$ cat src/rtl/ale_pkg.sv
`default_nettype none
package ale_pkg;

   localparam int CAPACITY_DEF = 16;

   localparam int ACTION_W  = 3;
   localparam int POS_W     = 7;
   localparam int CODE_W    = 32;
   localparam int AGE_W     = 8;
   localparam int STATUS_W  = 3;
   localparam int FIDX_W    = 6;
   localparam int COUNT_W   = 7;
   localparam int ENTRY_W   = CODE_W + AGE_W;

   typedef enum logic [ACTION_W-1:0] {
      ACT_CLEAR  = 3'd0,
      ACT_APPEND = 3'd1,
      ACT_FRONT  = 3'd2,
      ACT_INSERT = 3'd3,
      ACT_REMOVE = 3'd4,
      ACT_SEARCH = 3'd5,
      ACT_DUMP   = 3'd6
   } action_type;

   typedef enum logic [STATUS_W-1:0] {
      ST_OK       = 3'd0,
      ST_FULL     = 3'd1,
      ST_BADPOS   = 3'd2,
      ST_EMPTY    = 3'd3,
      ST_NOTFOUND = 3'd4
   } status_type;

endpackage
`default_nettype wire

$ cat src/rtl/ale_if.sv
`default_nettype none
interface ale_req_if;
   logic                                valid;
   logic                                ready;
   logic [ale_pkg::ACTION_W-1:0]        action;
   logic [ale_pkg::POS_W-1:0]           position;
   logic signed [ale_pkg::CODE_W-1:0]   entry_code;
   logic [ale_pkg::AGE_W-1:0]           entry_age;

   modport source (output valid, action, position, entry_code, entry_age, input ready);
   modport sink (input valid, action, position, entry_code, entry_age, output ready);
endinterface

interface ale_rsp_if;
   logic                                valid;
   logic                                ready;
   logic [ale_pkg::STATUS_W-1:0]        status;
   logic [ale_pkg::FIDX_W-1:0]          found_index;
   logic signed [ale_pkg::CODE_W-1:0]   found_code;
   logic [ale_pkg::AGE_W-1:0]           found_age;
   logic [ale_pkg::COUNT_W-1:0]         entry_count;
   logic                                last_result;

   modport source (output valid, status, found_index, found_code, found_age, entry_count,
                   last_result, input ready);
   modport sink (input valid, status, found_index, found_code, found_age, entry_count,
                 last_result, output ready);
endinterface
`default_nettype wire

$ cat src/rtl/array_list_engine_unit.sv
`default_nettype none
// Ordered list of up to CAPACITY entries (code and age) held in one single-port-write RAM.
// The block takes one word at a time and is not ready until its last result word is
// loaded into the output register. Every move of an entry is a RAM read followed by a
// write: insert at position p moves the entries from p to the tail down by one place,
// remove at p moves the entries after p up by one, search reads entries from index zero
// until a code matches or the list ends, and a dump reads and emits every entry in order.
// Clear, errors and unknown actions give only a status word.
// The output register lets the next word be taken while the previous result still waits.
module array_list_engine_unit #(
   parameter int CAPACITY = ale_pkg::CAPACITY_DEF
) (
   input  wire logic  clock,
   input  wire logic  reset,
   ale_req_if.sink    req_if,
   ale_rsp_if.source  rsp_if
);

   localparam int CNT_W = $clog2(CAPACITY + 1);
   localparam int ADR_W = $clog2(CAPACITY);

   typedef enum logic [2:0] {
      S_IDLE,
      S_RD,
      S_WR,
      S_PUT,
      S_SCAN,
      S_DONE
   } state_type;

   state_type                     state_ff, state_in;
   ale_pkg::action_type           act_ff, act_in;
   logic [CNT_W-1:0]              pos_ff, pos_in;
   logic [CNT_W-1:0]              idx_ff, idx_in;
   logic [CNT_W-1:0]              count_ff, count_in;
   logic [ale_pkg::CODE_W-1:0]    code_ff, code_in;
   logic [ale_pkg::AGE_W-1:0]     age_ff, age_in;
   ale_pkg::status_type           stat_ff, stat_in;

   logic                          rsp_valid_ff, rsp_valid_in;
   logic [ale_pkg::STATUS_W-1:0]  rsp_status_ff, rsp_status_in;
   logic [ale_pkg::FIDX_W-1:0]    rsp_index_ff, rsp_index_in;
   logic [ale_pkg::CODE_W-1:0]    rsp_code_ff, rsp_code_in;
   logic [ale_pkg::AGE_W-1:0]     rsp_age_ff, rsp_age_in;
   logic [ale_pkg::COUNT_W-1:0]   rsp_count_ff, rsp_count_in;
   logic                          rsp_last_ff, rsp_last_in;

   logic                          ram_we, ram_re;
   logic [ADR_W-1:0]              ram_waddr, ram_raddr;
   logic [ale_pkg::ENTRY_W-1:0]   ram_wdata, ram_rdata;
   logic [ale_pkg::CODE_W-1:0]    rd_code;
   logic [ale_pkg::AGE_W-1:0]     rd_age;

   logic                          accept, emit_ok, last_entry;
   logic [ale_pkg::POS_W-1:0]     put_pos, count7, cap7;
   logic [CNT_W:0]                idx_p1, idx_p2;

   ale_ram #(
      .WIDTH (ale_pkg::ENTRY_W),
      .DEPTH (CAPACITY)
   ) u_store (
      .clock (clock),
      .we    (ram_we),
      .waddr (ram_waddr),
      .wdata (ram_wdata),
      .re    (ram_re),
      .raddr (ram_raddr),
      .rdata (ram_rdata)
   );

   assign rd_code = ram_rdata[ale_pkg::ENTRY_W-1:ale_pkg::AGE_W];
   assign rd_age  = ram_rdata[ale_pkg::AGE_W-1:0];

   assign req_if.ready = (state_ff == S_IDLE);
   assign accept       = req_if.valid && req_if.ready;
   assign emit_ok      = !rsp_valid_ff || rsp_if.ready;

   assign count7     = ale_pkg::POS_W'(count_ff);
   assign cap7       = ale_pkg::POS_W'(CAPACITY);
   assign idx_p1     = (CNT_W + 1)'(idx_ff) + (CNT_W + 1)'(1);
   assign idx_p2     = (CNT_W + 1)'(idx_ff) + (CNT_W + 1)'(2);
   assign last_entry = (idx_p1 == (CNT_W + 1)'(count_ff));

   always_comb begin
      case (ale_pkg::action_type'(req_if.action))
         ale_pkg::ACT_APPEND: put_pos = count7;
         ale_pkg::ACT_FRONT:  put_pos = '0;
         default:             put_pos = req_if.position;
      endcase
   end

   always_comb begin
      state_in = state_ff;
      act_in   = act_ff;
      pos_in   = pos_ff;
      idx_in   = idx_ff;
      count_in = count_ff;
      code_in  = code_ff;
      age_in   = age_ff;
      stat_in  = stat_ff;

      rsp_valid_in  = rsp_valid_ff && !rsp_if.ready;
      rsp_status_in = rsp_status_ff;
      rsp_index_in  = rsp_index_ff;
      rsp_code_in   = rsp_code_ff;
      rsp_age_in    = rsp_age_ff;
      rsp_count_in  = rsp_count_ff;
      rsp_last_in   = rsp_last_ff;

      ram_we    = 1'b0;
      ram_re    = 1'b0;
      ram_waddr = idx_ff[ADR_W-1:0];
      ram_raddr = idx_ff[ADR_W-1:0];
      ram_wdata = ram_rdata;

      case (state_ff)
         S_IDLE: begin
            if (accept) begin
               act_in  = ale_pkg::action_type'(req_if.action);
               code_in = req_if.entry_code;
               age_in  = req_if.entry_age;
               stat_in = ale_pkg::ST_OK;
               state_in = S_DONE;
               case (ale_pkg::action_type'(req_if.action))
                  ale_pkg::ACT_CLEAR: begin
                     count_in = '0;
                  end
                  ale_pkg::ACT_APPEND, ale_pkg::ACT_FRONT, ale_pkg::ACT_INSERT: begin
                     if (count7 == cap7) begin
                        stat_in = ale_pkg::ST_FULL;
                     end else if (put_pos > count7) begin
                        stat_in = ale_pkg::ST_BADPOS;
                     end else begin
                        pos_in = put_pos[CNT_W-1:0];
                        idx_in = count_ff;
                        if (count7 > put_pos) begin
                           state_in = S_RD;
                        end else begin
                           state_in = S_PUT;
                        end
                     end
                  end
                  ale_pkg::ACT_REMOVE: begin
                     if (count_ff == '0) begin
                        stat_in = ale_pkg::ST_EMPTY;
                     end else if (req_if.position >= count7) begin
                        stat_in = ale_pkg::ST_BADPOS;
                     end else begin
                        idx_in = req_if.position[CNT_W-1:0];
                        if (req_if.position + ale_pkg::POS_W'(1) < count7) begin
                           state_in = S_RD;
                        end else begin
                           count_in = count_ff - CNT_W'(1);
                        end
                     end
                  end
                  ale_pkg::ACT_SEARCH, ale_pkg::ACT_DUMP: begin
                     if (count_ff == '0) begin
                        stat_in = ale_pkg::ST_EMPTY;
                     end else begin
                        idx_in   = '0;
                        state_in = S_RD;
                     end
                  end
                  default: begin
                  end
               endcase
            end
         end

         S_RD: begin
            ram_re = 1'b1;
            case (act_ff)
               ale_pkg::ACT_APPEND, ale_pkg::ACT_FRONT, ale_pkg::ACT_INSERT: begin
                  ram_raddr = ADR_W'(idx_ff - CNT_W'(1));
                  state_in  = S_WR;
               end
               ale_pkg::ACT_REMOVE: begin
                  ram_raddr = ADR_W'(idx_p1);
                  state_in  = S_WR;
               end
               default: begin
                  state_in = S_SCAN;
               end
            endcase
         end

         S_WR: begin
            // The entry read in the previous cycle moves one place over.
            ram_we = 1'b1;
            if (act_ff == ale_pkg::ACT_REMOVE) begin
               idx_in = idx_p1[CNT_W-1:0];
               if (idx_p2 < (CNT_W + 1)'(count_ff)) begin
                  state_in = S_RD;
               end else begin
                  count_in = count_ff - CNT_W'(1);
                  stat_in  = ale_pkg::ST_OK;
                  state_in = S_DONE;
               end
            end else begin
               idx_in = idx_ff - CNT_W'(1);
               if (idx_ff - CNT_W'(1) > pos_ff) begin
                  state_in = S_RD;
               end else begin
                  state_in = S_PUT;
               end
            end
         end

         S_PUT: begin
            ram_we    = 1'b1;
            ram_waddr = pos_ff[ADR_W-1:0];
            ram_wdata = {code_ff, age_ff};
            count_in  = count_ff + CNT_W'(1);
            stat_in   = ale_pkg::ST_OK;
            state_in  = S_DONE;
         end

         S_SCAN: begin
            if (act_ff == ale_pkg::ACT_SEARCH && rd_code != code_ff) begin
               if (last_entry) begin
                  stat_in  = ale_pkg::ST_NOTFOUND;
                  state_in = S_DONE;
               end else begin
                  idx_in   = idx_p1[CNT_W-1:0];
                  state_in = S_RD;
               end
            end else if (emit_ok) begin
               // A search hit or one dump word; the read data holds while stalled.
               rsp_valid_in  = 1'b1;
               rsp_status_in = ale_pkg::ST_OK;
               rsp_index_in  = ale_pkg::FIDX_W'(idx_ff);
               rsp_code_in   = rd_code;
               rsp_age_in    = rd_age;
               rsp_count_in  = ale_pkg::COUNT_W'(count_ff);
               if (act_ff == ale_pkg::ACT_SEARCH || last_entry) begin
                  rsp_last_in = 1'b1;
                  state_in    = S_IDLE;
               end else begin
                  rsp_last_in = 1'b0;
                  idx_in      = idx_p1[CNT_W-1:0];
                  state_in    = S_RD;
               end
            end
         end

         S_DONE: begin
            if (emit_ok) begin
               rsp_valid_in  = 1'b1;
               rsp_status_in = stat_ff;
               rsp_index_in  = '0;
               rsp_code_in   = '0;
               rsp_age_in    = '0;
               rsp_count_in  = ale_pkg::COUNT_W'(count_ff);
               rsp_last_in   = 1'b1;
               state_in      = S_IDLE;
            end
         end

         default: begin
            state_in = S_IDLE;
         end
      endcase
   end

   always_ff @(posedge clock) begin
      if (reset) begin
         state_ff     <= S_IDLE;
         count_ff     <= '0;
         rsp_valid_ff <= 1'b0;
      end else begin
         state_ff     <= state_in;
         count_ff     <= count_in;
         rsp_valid_ff <= rsp_valid_in;
      end
      act_ff        <= act_in;
      pos_ff        <= pos_in;
      idx_ff        <= idx_in;
      code_ff       <= code_in;
      age_ff        <= age_in;
      stat_ff       <= stat_in;
      rsp_status_ff <= rsp_status_in;
      rsp_index_ff  <= rsp_index_in;
      rsp_code_ff   <= rsp_code_in;
      rsp_age_ff    <= rsp_age_in;
      rsp_count_ff  <= rsp_count_in;
      rsp_last_ff   <= rsp_last_in;
   end

   assign rsp_if.valid       = rsp_valid_ff;
   assign rsp_if.status      = rsp_status_ff;
   assign rsp_if.found_index = rsp_index_ff;
   assign rsp_if.found_code  = rsp_code_ff;
   assign rsp_if.found_age   = rsp_age_ff;
   assign rsp_if.entry_count = rsp_count_ff;
   assign rsp_if.last_result = rsp_last_ff;

endmodule
`default_nettype wire

$ cat src/rtl/ale_ram.sv
`default_nettype none
module ale_ram #(
   parameter int WIDTH = 8,
   parameter int DEPTH = 16
) (
   input  wire logic                     clock,
   input  wire logic                     we,
   input  wire logic [$clog2(DEPTH)-1:0] waddr,
   input  wire logic [WIDTH-1:0]         wdata,
   input  wire logic                     re,
   input  wire logic [$clog2(DEPTH)-1:0] raddr,
   output logic      [WIDTH-1:0]         rdata
);

   logic [WIDTH-1:0] mem_ff [DEPTH];
   logic [WIDTH-1:0] rdata_ff;

   always_ff @(posedge clock) begin
      if (we) begin
         mem_ff[waddr] <= wdata;
      end
      if (re) begin
         rdata_ff <= mem_ff[raddr];
      end
   end

   assign rdata = rdata_ff;

endmodule
`default_nettype wire
$ cat src/flat_wrapper.sv
// flat-port wrapper written by rule: the top's interface ports become plain ports
module array_list_engine_unit_flat 
#(
   parameter int CAPACITY = ale_pkg::CAPACITY_DEF
)
  (clock, reset, req_if_valid, req_if_action, req_if_position, req_if_entry_code, req_if_entry_age, req_if_ready, rsp_if_valid, rsp_if_status, rsp_if_found_index, rsp_if_found_code, rsp_if_found_age, rsp_if_entry_count, rsp_if_last_result, rsp_if_ready);
  ale_req_if req_if_i ();
  ale_rsp_if rsp_if_i ();
  input  wire logic clock;
  input  wire logic reset;
  input wire logic [$bits(req_if_i.valid)-1:0] req_if_valid;
  input wire logic [$bits(req_if_i.action)-1:0] req_if_action;
  input wire logic [$bits(req_if_i.position)-1:0] req_if_position;
  input wire logic [$bits(req_if_i.entry_code)-1:0] req_if_entry_code;
  input wire logic [$bits(req_if_i.entry_age)-1:0] req_if_entry_age;
  output wire logic [$bits(req_if_i.ready)-1:0] req_if_ready;
  output wire logic [$bits(rsp_if_i.valid)-1:0] rsp_if_valid;
  output wire logic [$bits(rsp_if_i.status)-1:0] rsp_if_status;
  output wire logic [$bits(rsp_if_i.found_index)-1:0] rsp_if_found_index;
  output wire logic [$bits(rsp_if_i.found_code)-1:0] rsp_if_found_code;
  output wire logic [$bits(rsp_if_i.found_age)-1:0] rsp_if_found_age;
  output wire logic [$bits(rsp_if_i.entry_count)-1:0] rsp_if_entry_count;
  output wire logic [$bits(rsp_if_i.last_result)-1:0] rsp_if_last_result;
  input wire logic [$bits(rsp_if_i.ready)-1:0] rsp_if_ready;
  assign req_if_i.valid = req_if_valid;
  assign req_if_i.action = req_if_action;
  assign req_if_i.position = req_if_position;
  assign req_if_i.entry_code = req_if_entry_code;
  assign req_if_i.entry_age = req_if_entry_age;
  assign req_if_ready = req_if_i.ready;
  assign rsp_if_valid = rsp_if_i.valid;
  assign rsp_if_status = rsp_if_i.status;
  assign rsp_if_found_index = rsp_if_i.found_index;
  assign rsp_if_found_code = rsp_if_i.found_code;
  assign rsp_if_found_age = rsp_if_i.found_age;
  assign rsp_if_entry_count = rsp_if_i.entry_count;
  assign rsp_if_last_result = rsp_if_i.last_result;
  assign rsp_if_i.ready = rsp_if_ready;
  array_list_engine_unit #(.CAPACITY(CAPACITY)) u_core (.clock(clock), .reset(reset), .req_if(req_if_i), .rsp_if(rsp_if_i));
endmodule
$ cat config.mk
export PLATFORM = sky130hd
export DESIGN_NAME = array_list_engine_unit_flat
export DESIGN_NICKNAME = d
export VERILOG_FILES = /design/src/rtl/ale_pkg.sv /design/src/rtl/ale_if.sv /design/src/rtl/array_list_engine_unit.sv /design/src/rtl/ale_ram.sv /design/src/flat_wrapper.sv
export SDC_FILE = /design/constraint.sdc
export NUM_CORES = 1
export LEC_CHECK = 0
export BUFFER_PORTS_ARGS = -buffer_cell sky130_fd_sc_hd__buf_2
export CAP_MARGIN = 30
export CELL_PAD_IN_SITES_DETAIL_PLACEMENT = 1
export CELL_PAD_IN_SITES_GLOBAL_PLACEMENT = 2
export CORE_MARGIN = 2
export CORE_UTILIZATION = 35
export CTS_CLUSTER_SIZE = 24
export DETAILED_ROUTE_END_ITERATION = 8
export PLACE_DENSITY = 0.73
export SLEW_MARGIN = 20
export SYNTH_ARGS = -nofsm -noshare
export SYNTH_HDL_FRONTEND = slang
export SYNTH_SLANG_ARGS = --single-unit
$ cat constraint.sdc
create_clock -name clock -period 6.7 [get_ports clock]
set_clock_uncertainty 0.05 [all_clocks]
set_input_delay 0.67 -clock clock [delete_from_list [all_inputs] [get_ports clock]]
set_output_delay 0.67 -clock clock [all_outputs]
set_load 0.1 [all_outputs]
==> run_results.csv, run 1 <==
group,metric,value,unit
outcome,status,"complete, no violations",
setup_path,worstSetupPathType,"flip-flop to flip-flop",
power_and_ir_drop,ir_worst_vdd,352,uV
logic_synthesis,synthMuxAreaShare,11.3,%
grt,grt_pass1_vias,18300,
grt,grt_usage,18.7,%
setup_path,crit-reg2reg-launch,"u_core.state_ff[0]$_SDFFE_PP0P_",
power_and_ir_drop,power_frac_clock,25.6,%
logic_synthesis,async_flop_share,0,%
placed_design,pre_cts_ws,2.28,ns
logic_synthesis,ys_warn_count,0,
logic_synthesis,synth_top_family_by_area,"multiplexers",
clock_network,max-clock-path-buffers,3,
sta,rsz0062_at_grt,"no",
cells_and_area,final_cell_mix,"edfxtp_1 (790), nand2_1 (198), mux4_2 (160), buf_2 (111), a22oi_1 (88)",
setup_path,rr_worst_depth,9,
floorplan,die_y,306,microns
min_path,holdPathStages,1,
floorplan,core,90300,sq um
setup_path,endpoint_kind,"flip-flop",
floorplan,die_w,306,microns
cells_and_area,ff_latch_area,23900,sq um
floorplan,io_pins,113,
min_path,hold_class,"input pin to flip-flop",
logic_synthesis,synth.avg_cell_area,18.7,sq um
sta,clock.fmax,236,MHz
power_and_ir_drop,p_sw,6.46,mW
logic_synthesis,syn_area,32000,sq um
cells_and_area,multi_input_area,7770,sq um
power_and_ir_drop,p_int,11.6,mW
setup_path,r2r_setup_slack,2.47,ns
detailed_routing,drtIter0Drc,1733,
logic_synthesis,synth_cells,1710,
power_and_ir_drop,switching_share,35.7,%
detailed_routing,route.detailed.drc,0,
sta,tns,0,ns
cells_and_area,antennaDiodeCount,0,
logic_synthesis,synth_fa_ha_area_share,1.33,%
clock_network,numCtsBuffers,86,
grt,grt_first_pass_wirelength,127000,microns
logic_synthesis,ys_seq_area_share,74.8,%
power_and_ir_drop,seqPwrFrac,39.6,%
sta,finalCritPeriodShare,63.2,%
clock_network,post-cts-setup-buffers,0,
power_and_ir_drop,p_leak,12.1,nW
grt,grt-ovfl-total,0,
setup_path,crit_required,7.04,ns
cells_and_area,layout_commonest_cell,"edfxtp_1",
detailed_routing,ant_nets,0,
logic_synthesis,synth_compound_area_share,4.38,%
cells_and_area,nets,1958,
power_and_ir_drop,power.share.combinational,34.8,%
logic_synthesis,synthSimpleGateAreaFrac,5.15,%
floorplan,die_area,93800,sq um
sta,setup_viol_count_final,0,
sta,finalHoldViolations,0,
detailed_routing,wl_per_cell,28.1,microns
setup_path,crit_fanout,160,
sta,final_max_slew_viol_count,0,
placed_design,numPortBuffers,109,
logic_synthesis,ys.flop_type,"edfxtp_1",
detailed_routing,vias,17000,
sta,max_slew.worst_pin.slew,1.13,ns
clock_network,path_clk_slew,0.06,ns
flow_run,cap_violations,0,
cells_and_area,fillers,8726,
placed_design,dpl.hpwl,48000,microns
sta,finalCriticalPeriod,4.23,ns
floorplan,rows,110,
floorplan,start_util,35.4,%
detailed_routing,viasPerCell,5.46,
logic_synthesis,synth-xor-area-share,1.53,%
logic_synthesis,synth_seq_cells,799,
cells_and_area,drive_above_1_share,24.3,%
clock_network,cts_tree,"built",
clock_network,htreeDepth,3,
setup_path,crit_arrival,4.57,ns
sta,slew_headroom,24.9,%
logic_synthesis,synth_cell_types,68,
detailed_routing,drt_pass1_iterations,5,
logic_synthesis,synth_edf_count,790,
grt,antenna_found_initial,3,
min_path,hold_start,"req_if_entry_code[0]",
power_and_ir_drop,p_per_area,489,nW/um^2
sta,setup_ws,2.47,ns
detailed_routing,wirelength,87500,microns
setup_path,setup.worst_path.start_class,"flip-flop",
clock_network,cts_hold_buf,0,
grt,grt_max_degree,161,
placed_design,place_congestion,0.825,
setup_path,worst_r2r_endpoint,"u_core.u_store.rdata[5]$_DFFE_PN_",
clock_network,clkLatencyLatePin,0.65,ns
cells_and_area,area_growth,15.7,%
min_path,holdPathEnd,"u_core.code_ff[0]$_DFFE_PP_",
clock_network,cts_resized,0,
clock_network,clockRootBuffer,"clkbuf_16",
clock_network,clock-sinks,799,
[flip-flops by register name, indices dropped and copies added, names as in the netlist, 8 cells and up]
signal / count
u_core.age_ff: 8
u_core.u_store.mem_ff: 640
u_core.code_ff: 32
u_core.u_store.rdata: 40
u_core.rsp_if.found_code: 32
u_core.rsp_if.found_age: 8
[cell families (layout without fill, tap and decap cells)]
logic type	count (synthesis)	in the layout
AND/OR/NAND/NOR	361	361
XOR/XNOR	55	55
flip-flops	799	799
buffers and inverters	112	335
other	1	3
multiplexers	161	161
adder cells (fa/ha/maj)	34	34
AO/OA/AOI/OAI	187	187
[synthesized netlist by cell type (6+ instances only)]
cell	n	share of area, %
a21oi_1	23	0.36
a22o_1	6	0.16
a22oi_1	88	2.1
a31oi_1	9	0.18
and2_1	41	0.80
and3_1	10	0.20
buf_2	18	0.28
buf_4	11	0.26
clkbuf_1	50	0.59
dfxtp_1	9	0.56
edfxtp_1	790	74
ha_1	34	1.3
inv_1	27	0.32
mux4_2	160	11
nand2_1	200	2.3
nand3_1	15	0.23
nand4_1	9	0.18
nor2_1	42	0.49
nor2b_1	10	0.20
nor3_1	15	0.23
o21ai_0	11	0.17
o22ai_1	7	0.14
xnor2_1	47	1.3
xor2_1	7	0.19
[worst max-delay path by stage]
| stage | from | to | slack, ns | depth (start not counted) |
|---|---|---|---|---|
| after global placement | u_core.state_ff[0]$_SDFFE_PP0P_ | u_core.u_store.rdata[13]$_DFFE_PN_ | 2.32 | 8 |
| after CTS | u_core.state_ff[0]$_SDFFE_PP0P_ | u_core.u_store.rdata[28]$_DFFE_PN_ | 2.29 | 8 |
| final | u_core.state_ff[0]$_SDFFE_PP0P_ | u_core.u_store.rdata[5]$_DFFE_PN_ | 2.47 | 9 |
| after floorplan | u_core.state_ff[1]$_SDFFE_PP0P_ | u_core.u_store.mem_ff[10][0]$_DFFE_PP_ | 3.03 | 8 |
| after detailed placement | u_core.state_ff[0]$_SDFFE_PP0P_ | u_core.u_store.rdata[13]$_DFFE_PN_ | 2.28 | 8 |
| after global routing | u_core.state_ff[0]$_SDFFE_PP0P_ | u_core.u_store.rdata[36]$_DFFE_PN_ | 2.20 | 9 |
[cell type report]
cell class,instances,area share (%)
Clock buffer,107,6.09
Clock inverter,46,1.30
Inverter,27,0.274
Multi-Input combinational cell,801,21.0
Sequential cell,799,64.6
Tap cell,1176,3.98
Timing Repair Buffer,155,2.72
[per-layer routing]
| layer | global-route usage, % | part of all wire [%] | vias up |
|---|---|---|---|
| met5 | 0 | 0.014 | - |
| met4 | 6.66 | 3.2 | 2 |
| met3 | 3.07 | 5.8 | 160 |
| met2 | 31.0 | 49 | 624 |
| met1 | 25.0 | 42 | 9018 |
| li1 | - | - | 7184 |
[worst max-delay path, stage by stage (launching register included)]
cell,delay (ns)
dfxtp_1,0.87
nor3b_4,0.32
buf_4,0.48
buf_12,0.29
o22ai_1,0.15
a21oi_4,0.17
buf_12,0.67
mux4_2,0.42
a22oi_1,0.24
nand2_1,0.10
[power by group through the flow]
stage	Clock, mW	Combinational, mW	Sequential (mW)
4_1_cts	4.71	6.32	7.17
5_1_grt	4.89	6.77	7.21
6_report	4.62	6.30	7.16
2_1_floorplan	0	3.75	7.88
3_3_place_gp	0	6.11	7.26
3_5_place_dp	0	6.28	7.26
[stage by stage]
| step | util [%] | instances | hold WS [ns] | total power, mW | instance area [sq um] |
|---|---|---|---|---|---|
| after floorplan | - | 1712 | 0.382 | 11.6 | 32000 |
| after global placement | 37.8 | 2952 | 0.498 | 13.4 | 34200 |
| after detailed placement | 37.9 | 2954 | 0.493 | 13.5 | 34200 |
| after CTS | 40.9 | 3107 | 0.103 | 18.2 | 36900 |
| after global routing | 41.0 | 3111 | 0.112 | 18.9 | 37000 |
| final | 41.0 | 3111 | 0.141 | 18.1 | 37000 |
(Power assumes the default switching activity.)
==> run 2, diff against run 1 <==
--- a/config.mk
+++ b/config.mk
@@ -5,6 +5,7 @@
 export SDC_FILE = /design/constraint.sdc
 export NUM_CORES = 1
 export LEC_CHECK = 0
+export ABC_AREA = 1
 export BUFFER_PORTS_ARGS = -buffer_cell sky130_fd_sc_hd__buf_2
 export CAP_MARGIN = 30
 export CELL_PAD_IN_SITES_DETAIL_PLACEMENT = 1
@@ -13,7 +14,7 @@
 export CORE_UTILIZATION = 35
 export CTS_CLUSTER_SIZE = 24
 export DETAILED_ROUTE_END_ITERATION = 8
-export PLACE_DENSITY = 0.73
+export PLACE_DENSITY = 0.8
 export SLEW_MARGIN = 20
 export SYNTH_ARGS = -nofsm -noshare
 export SYNTH_HDL_FRONTEND = slang
==> constraint.sdc (replaced) <==
create_clock -name clock -period 3.7 [get_ports clock]
set_clock_uncertainty 0.05 [all_clocks]
set_input_delay 0.37 -clock clock [delete_from_list [all_inputs] [get_ports clock]]
set_output_delay 0.37 -clock clock [all_outputs]
set_load 0.1 [all_outputs]
==> run_results.csv, run 2 <==
group,metric,value,unit
outcome,status,"complete, no violations",
logic_synthesis,synth_seq_cells,799,
logic_synthesis,synth_area_leaders,"edfxtp_1 (70%), o211ai_1 (7.1%), nand2_1 (3.6%)",
logic_synthesis,synthMostInstantiatedCell,"edfxtp_1",
sta,setup_viol_count_final,0,
floorplan,rows,113,
logic_synthesis,yosys.area.top_type,"edfxtp_1",
sta,finalCriticalPeriod,3.41,ns
placed_design,place_congestion,0.842,
detailed_routing,wl_per_cell,23.7,microns
placed_design,dp.cells,3883,
detailed_routing,top_layer,"met4",
power_and_ir_drop,p_leak,13.4,nW
setup_path,crit_fanout,16,
min_path,hold_class,"input pin to flip-flop",
cells_and_area,fillers,9921,
cells_and_area,top_register,"u_core.u_store.mem_ff",
detailed_routing,route.detailed.drc,0,
flow_run,cap_violations,0,
detailed_routing,viasPerCell,5.31,
floorplan,die_w,314,microns
cells_and_area,instances_no_fill,4087,
floorplan,core,95300,sq um
clock_network,clkLatencyLatePin,0.67,ns
grt,grt_usage,19.5,%
floorplan,start_util,35.4,%
grt,grt_max_degree,233,
logic_synthesis,ys_warn_count,0,
clock_network,path_clk_slew,0.06,ns
floorplan,io_pins,113,
detailed_routing,wirelength,96800,microns
cells_and_area,area_growth,16.6,%
detailed_routing,ant_nets,0,
grt,grt_first_pass_wirelength,146000,microns
grt,antenna_found_initial,1,
cells_and_area,final_cell_mix,"edfxtp_1 (790), nand2_1 (321), o211ai_1 (321), nand3_1 (199), or2_1 (192)",
logic_synthesis,ys.flop_type,"edfxtp_1",
logic_synthesis,netlist.area_leader.share,70.4,%
sta,max_slew.worst_pin.slew,0.919,ns
setup_path,crit_arrival,3.70,ns
cells_and_area,nets,2841,
logic_synthesis,yosys-top-cells-count,"edfxtp_1 (790), nand2_1 (322), o211ai_1 (321)",
placed_design,numPortBuffers,109,
logic_synthesis,synth_cell_types,44,
placed_design,pre_cts_ws,0.265,ns
clock_network,cts_tree,"built",
detailed_routing,wl_met1,42500,microns
clock_network,htreeDepth,3,
power_and_ir_drop,p_per_area,836,nW/um^2
clock_network,clockRootBuffer,"clkbuf_16",
sta,final_max_slew_viol_count,0,
clock_network,max-clock-path-buffers,3,
detailed_routing,routed-wl-met2,47600,microns
placed_design,dpl.hpwl,54400,microns
sta,finalHoldViolations,0,
setup_path,endpoint_kind,"flip-flop",
sta,tns,0,ns
cells_and_area,drive_above_1_share,13.5,%
detailed_routing,met3RoutedLength,4330,microns
cells_and_area,final_cell_area,39300,sq um
logic_synthesis,async_flop_share,0,%
sta,setup_ws,0.287,ns
power_and_ir_drop,ir_worst_vdd,713,uV
floorplan,die_area,98800,sq um
cells_and_area,ff_latch_area,23900,sq um
detailed_routing,drtIter0Drc,1596,
placed_design,place_area,36000,sq um
detailed_routing,vias,21700,
setup_path,setup.worst_path.start_class,"flip-flop",
floorplan,die_y,314,microns
sta,clock.fmax,293,MHz
setup_path,crit_required,3.98,ns
logic_synthesis,syn_area,33700,sq um
logic_synthesis,synth_edf_count,790,
logic_synthesis,synth.avg_cell_area,13.1,sq um
logic_synthesis,synth_cells,2583,
grt,grt_pass1_vias,23100,
sta,finalCritPeriodShare,92.2,%
sta,rsz0062_at_grt,"no",
logic_synthesis,ys_seq_area_share,70.9,%
clock_network,clock-sinks,799,
grt,grt-ovfl-total,0,
cells_and_area,largest_reg_flops,640,
cells_and_area,layout_commonest_cell,"edfxtp_1",
setup_path,worstSetupPathType,"flip-flop to flip-flop",
sta,slew_headroom,38.8,%
cells_and_area,multi_input_area,8670,sq um
detailed_routing,drt_pass1_iterations,5,
clock_network,numCtsBuffers,87,
power_and_ir_drop,total_power,32.9,mW
[run 2: changes by cell type after synthesis, sizes merged, moves of 20 or more]
cell	delta
o211ai	+320
o21ai	+103
buf	+65
and2	-41
mux4	-160
nand2	+129
inv	+113
nor2	+102
a22oi	-88
nand3	+184
or2	+239
xnor2	-20
[run 2: final timing paths]
path,start,end,slack (ns),depth (start not counted)
hold / removal,rsp_if_ready,u_core.rsp_if.valid$_SDFF_PP0_,0.1,4
setup reg to reg,u_core.state_ff[1]$_SDFFE_PP0P_,u_core.u_store.mem_ff[10][23]$_DFFE_PP_,0.29,9
hold reg to reg,u_core.u_store.rdata[1]$_DFFE_PN_,u_core.rsp_if.found_age[1]$_SDFFCE_PP0P_,0.51,2
setup / recovery,u_core.state_ff[1]$_SDFFE_PP0P_,u_core.u_store.mem_ff[10][23]$_DFFE_PP_,0.29,9
[run 2: cell type report]
| type | count | share of cell area [%] |
|---|---|---|
| Multi-Input combinational cell | 1494 | 22.1 |
| Timing Repair Buffer | 230 | 4.56 |
| Clock inverter | 52 | 1.46 |
| Tap cell | 1265 | 4.03 |
| Antenna cell | 1 | 0.00637 |
| Inverter | 141 | 1.37 |
| Clock buffer | 105 | 5.71 |
| Sequential cell | 799 | 60.8 |
[run 2: cell families after synthesis]
| logic type | share of synthesized area (%) |
|---|---|
| flip-flops | 70.9 |
| other | 0.0111 |
| AND/OR/NAND/NOR | 13.1 |
| adder cells (fa/ha/maj) | 1.26 |
| XOR/XNOR | 1.07 |
| AO/OA/AOI/OAI | 9.76 |
| buffers and inverters | 3.86 |
[run 2: critical path: stages, from the launching register on]
cell and delay [ns]:
dfxtp_1 0.37, inv_1 0.11, nor2_4 0.28, inv_2 0.15, nor2_4 0.12, inv_2 0.11
o21ai_1 0.49, nand3_1 0.39, nor2_4 0.72, buf_12 0.27
[run 2: report_power, final]
| part | switching (mW) | total [mW] | internal (mW) |
|---|---|---|---|
| Sequential | 0.487 | 12.4 | 11.9 |
| Combinational | 8.53 | 11.8 | 3.32 |
| Clock | 3.70 | 8.57 | 4.87 |
[run 2: stage by stage]
step                utilization, %  hold WS (ns)
finish                        41.2        0.0994
global route                  41.2         0.104
CTS                           41.2        0.0477
detailed placement            37.8         0.499
global placement              37.8         0.501
floorplan                        -         0.382
[run 2: per-layer routing]
layer | track usage (%) | up-vias
li1 | - | 9809
met1 | 26.4 | 11200
met2 | 32.9 | 562
met3 | 2.62 | 143
met4 | 5.54 | 0
met5 | 0 | -
[run 2: timing repair]
| item | 4_1_cts | 5_1_grt |
|---|---|---|
| endpoints found under the hold margin | 50 | 0 |
| setup buffers | 0 | 0 |
| setup endpoints to repair | 0 | 5 |
| hold buffers | 44 | 0 |
| gates resized for setup | 0 | 1 |
==> run 3, diff against run 2 <==
--- a/config.mk
+++ b/config.mk
@@ -14,7 +14,7 @@
 export CORE_UTILIZATION = 35
 export CTS_CLUSTER_SIZE = 24
 export DETAILED_ROUTE_END_ITERATION = 8
-export PLACE_DENSITY = 0.8
+export PLACE_DENSITY = 0.77
 export SLEW_MARGIN = 20
 export SYNTH_ARGS = -nofsm -noshare
 export SYNTH_HDL_FRONTEND = slang
==> constraint.sdc (replaced) <==
create_clock -name clock -period 3.2 [get_ports clock]
set_clock_uncertainty 0.05 [all_clocks]
set_input_delay 0.32 -clock clock [delete_from_list [all_inputs] [get_ports clock]]
set_output_delay 0.32 -clock clock [all_outputs]
set_load 0.1 [all_outputs]
==> run_results.csv, run 3 (synthesis results as in run 2) <==
group,metric,value,unit
clock_network,clock-sinks,799,
setup_path,crit_required,3.43,ns
sta,setup_ws,0.254,ns
clock_network,numCtsBuffers,88,
grt,grt_usage,19.9,%
cells_and_area,multi_input_area,8710,sq um
cells_and_area,fin_util,41.6,%
sta,finalCritPeriodShare,92.1,%
grt,antenna_found_initial,0,
sta,slew_headroom,33.4,%
setup_path,crit_path_frequent_cell,"nor2_4",
cells_and_area,antennaDiodeCount,0,
setup_path,critPathLaunch,"u_core.state_ff[1]$_SDFFE_PP0P_",
clock_network,max-clock-path-buffers,3,
sta,rsz0062_at_grt,"no",
floorplan,die_area,98800,sq um
sta,setup_viol_count_final,0,
placed_design,place_congestion,0.882,
outcome,status,"complete, no violations",
power_and_ir_drop,ir_worst_vdd,660,uV
sta,final_max_slew_viol_count,0,
grt,grt_max_degree,76,
cells_and_area,final_cell_mix,"edfxtp_1 (790), nand2_1 (321), o211ai_1 (321), nand3_1 (199), or2_1 (192)",
cells_and_area,fillers,9962,
cells_and_area,nets,2861,
setup_path,path_buf_inv,4,
cells_and_area,ff_latch_area,23900,sq um
min_path,hold_start,"rsp_if_ready",
grt,met1_usage,26.3,%
floorplan,rows,113,
grt,grt_pass1_vias,23500,
clock_network,clkLatencyLatePin,0.65,ns
placed_design,dpl.hpwl,55200,microns
clock_network,clockRootBuffer,"clkbuf_16",
setup_path,crit_chain,"inv_1 > nor2_4 > inv_2 > nor2_4 > inv_2 > o21ai_1 > nand3_1 > nor2_4 > buf_4",
cells_and_area,layout_commonest_cell,"edfxtp_1",
detailed_routing,wirelength,98800,microns
sta,finalCriticalPeriod,2.95,ns
detailed_routing,ant_nets,0,
power_and_ir_drop,p_leak,13.5,nW
grt,use_met2,34.2,%
min_path,hold_class,"input pin to flip-flop",
floorplan,io_pins,113,
setup_path,crit-reg2reg-launch,"u_core.state_ff[1]$_SDFFE_PP0P_",
floorplan,die_w,314,microns
sta,clock.fmax,339,MHz
clock_network,cts_tree,"built",
cells_and_area,largest_reg_flops,640,
floorplan,start_util,35.4,%
detailed_routing,drtIter0Drc,1763,
grt,grt-ovfl-total,0,
setup_path,crit_family,"simple AND/OR/NAND/NOR gates",
detailed_routing,viasPerCell,5.35,
setup_path,worstSetupPathType,"flip-flop to flip-flop",
grt,grt.busiest_layer,"met2",
floorplan,die_y,314,microns
cells_and_area,area_growth,17.6,%
cells_and_area,top_register,"u_core.u_store.mem_ff",
sta,finalHoldViolations,0,
flow_run,cap_violations,0,
grt,grt_first_pass_wirelength,148000,microns
setup_path,endpoint_kind,"flip-flop",
placed_design,pre_cts_ws,0.00153,ns
setup_path,cp_slowest_cell,"o21ai_1",
clock_network,path_clk_slew,0.07,ns
detailed_routing,wl_per_cell,24.0,microns
sta,tns,0,ns
placed_design,numPortBuffers,109,
detailed_routing,route.detailed.drc,0,
clock_network,htreeDepth,3,
setup_path,cp_slowest_stage_delay,0.57,ns
detailed_routing,vias,22000,
cells_and_area,drive_above_1_share,14.2,%
setup_path,crit_arrival,3.18,ns
setup_path,setup.worst_path.start_class,"flip-flop",
setup_path,crit_fanout,20,
power_and_ir_drop,total_power,38.5,mW
grt,use_met3,2.75,%
detailed_routing,drt_pass1_iterations,5,
floorplan,core,95300,sq um
sta,max_slew.worst_pin.slew,1.00,ns
power_and_ir_drop,p_per_area,971,nW/um^2
-- run 3: metal layers --
metal | vias to the layer above | share of wire [%]
li1 | 9869 | -
met1 | 11400 | 43
met2 | 570 | 50
met3 | 160 | 4.4
met4 | 0 | 2.2
met5 | - | 0
-- run 3: repair_timing --
action                     4_1_cts  5_1_grt
buffers inserted                 0        6
resized for setup                0        3
setup endpoints to repair        0       14
hold endpoints to repair        50        0
hold buffers                    44        0
-- run 3: worst register-to-register path, cell delays in order, from the launching register on --
cell	delay, ns
dfxtp_1	0.37
inv_1	0.10
nor2_4	0.10
inv_2	0.08
nor2_4	0.09
inv_2	0.11
o21ai_1	0.57
nand3_1	0.44
nor2_4	0.21
buf_4	0.45
-- run 3: area by class of cell --
| type | instances | area share (%) |
|---|---|---|
| timing repair buffer | 249 | 5.31 |
| sequential | 799 | 60.3 |
| inverter | 141 | 1.36 |
| tap | 1265 | 3.99 |
| clock inverter | 57 | 1.32 |
| clock buffer | 105 | 5.77 |
| multi-input combinational | 1494 | 22.0 |
-- run 3: metrics by stage --
stage	instances	hold WS [ns]	instance area [sq um]
floorplan	2585	0.369	33800
global placement	3898	0.449	36300
detailed placement	3898	0.449	36300
CTS	4104	0.0202	39600
global route	4110	0.0540	39700
finish	4110	0.0646	39700
-- run 3: where the power goes --
part	internal (mW)	switching (mW)	total [mW]
Combinational	4.08	10.1	14.2
Sequential	13.8	0.493	14.3
Clock	5.82	4.17	9.99
-- run 3: path summary, 6_finish.rpt --
path                                                                  to  slack (ns)  cells after the start
worst max register to register    u_core.u_store.mem_ff[2][10]$_DFFE_PP_        0.25                      9
worst min-delay path                      u_core.rsp_if.valid$_SDFF_PP0_        0.06                      4
worst min register to register  u_core.rsp_if.found_age[6]$_SDFFCE_PP0P_        0.51                      2
worst max-delay path              u_core.u_store.mem_ff[2][10]$_DFFE_PP_        0.25                      9
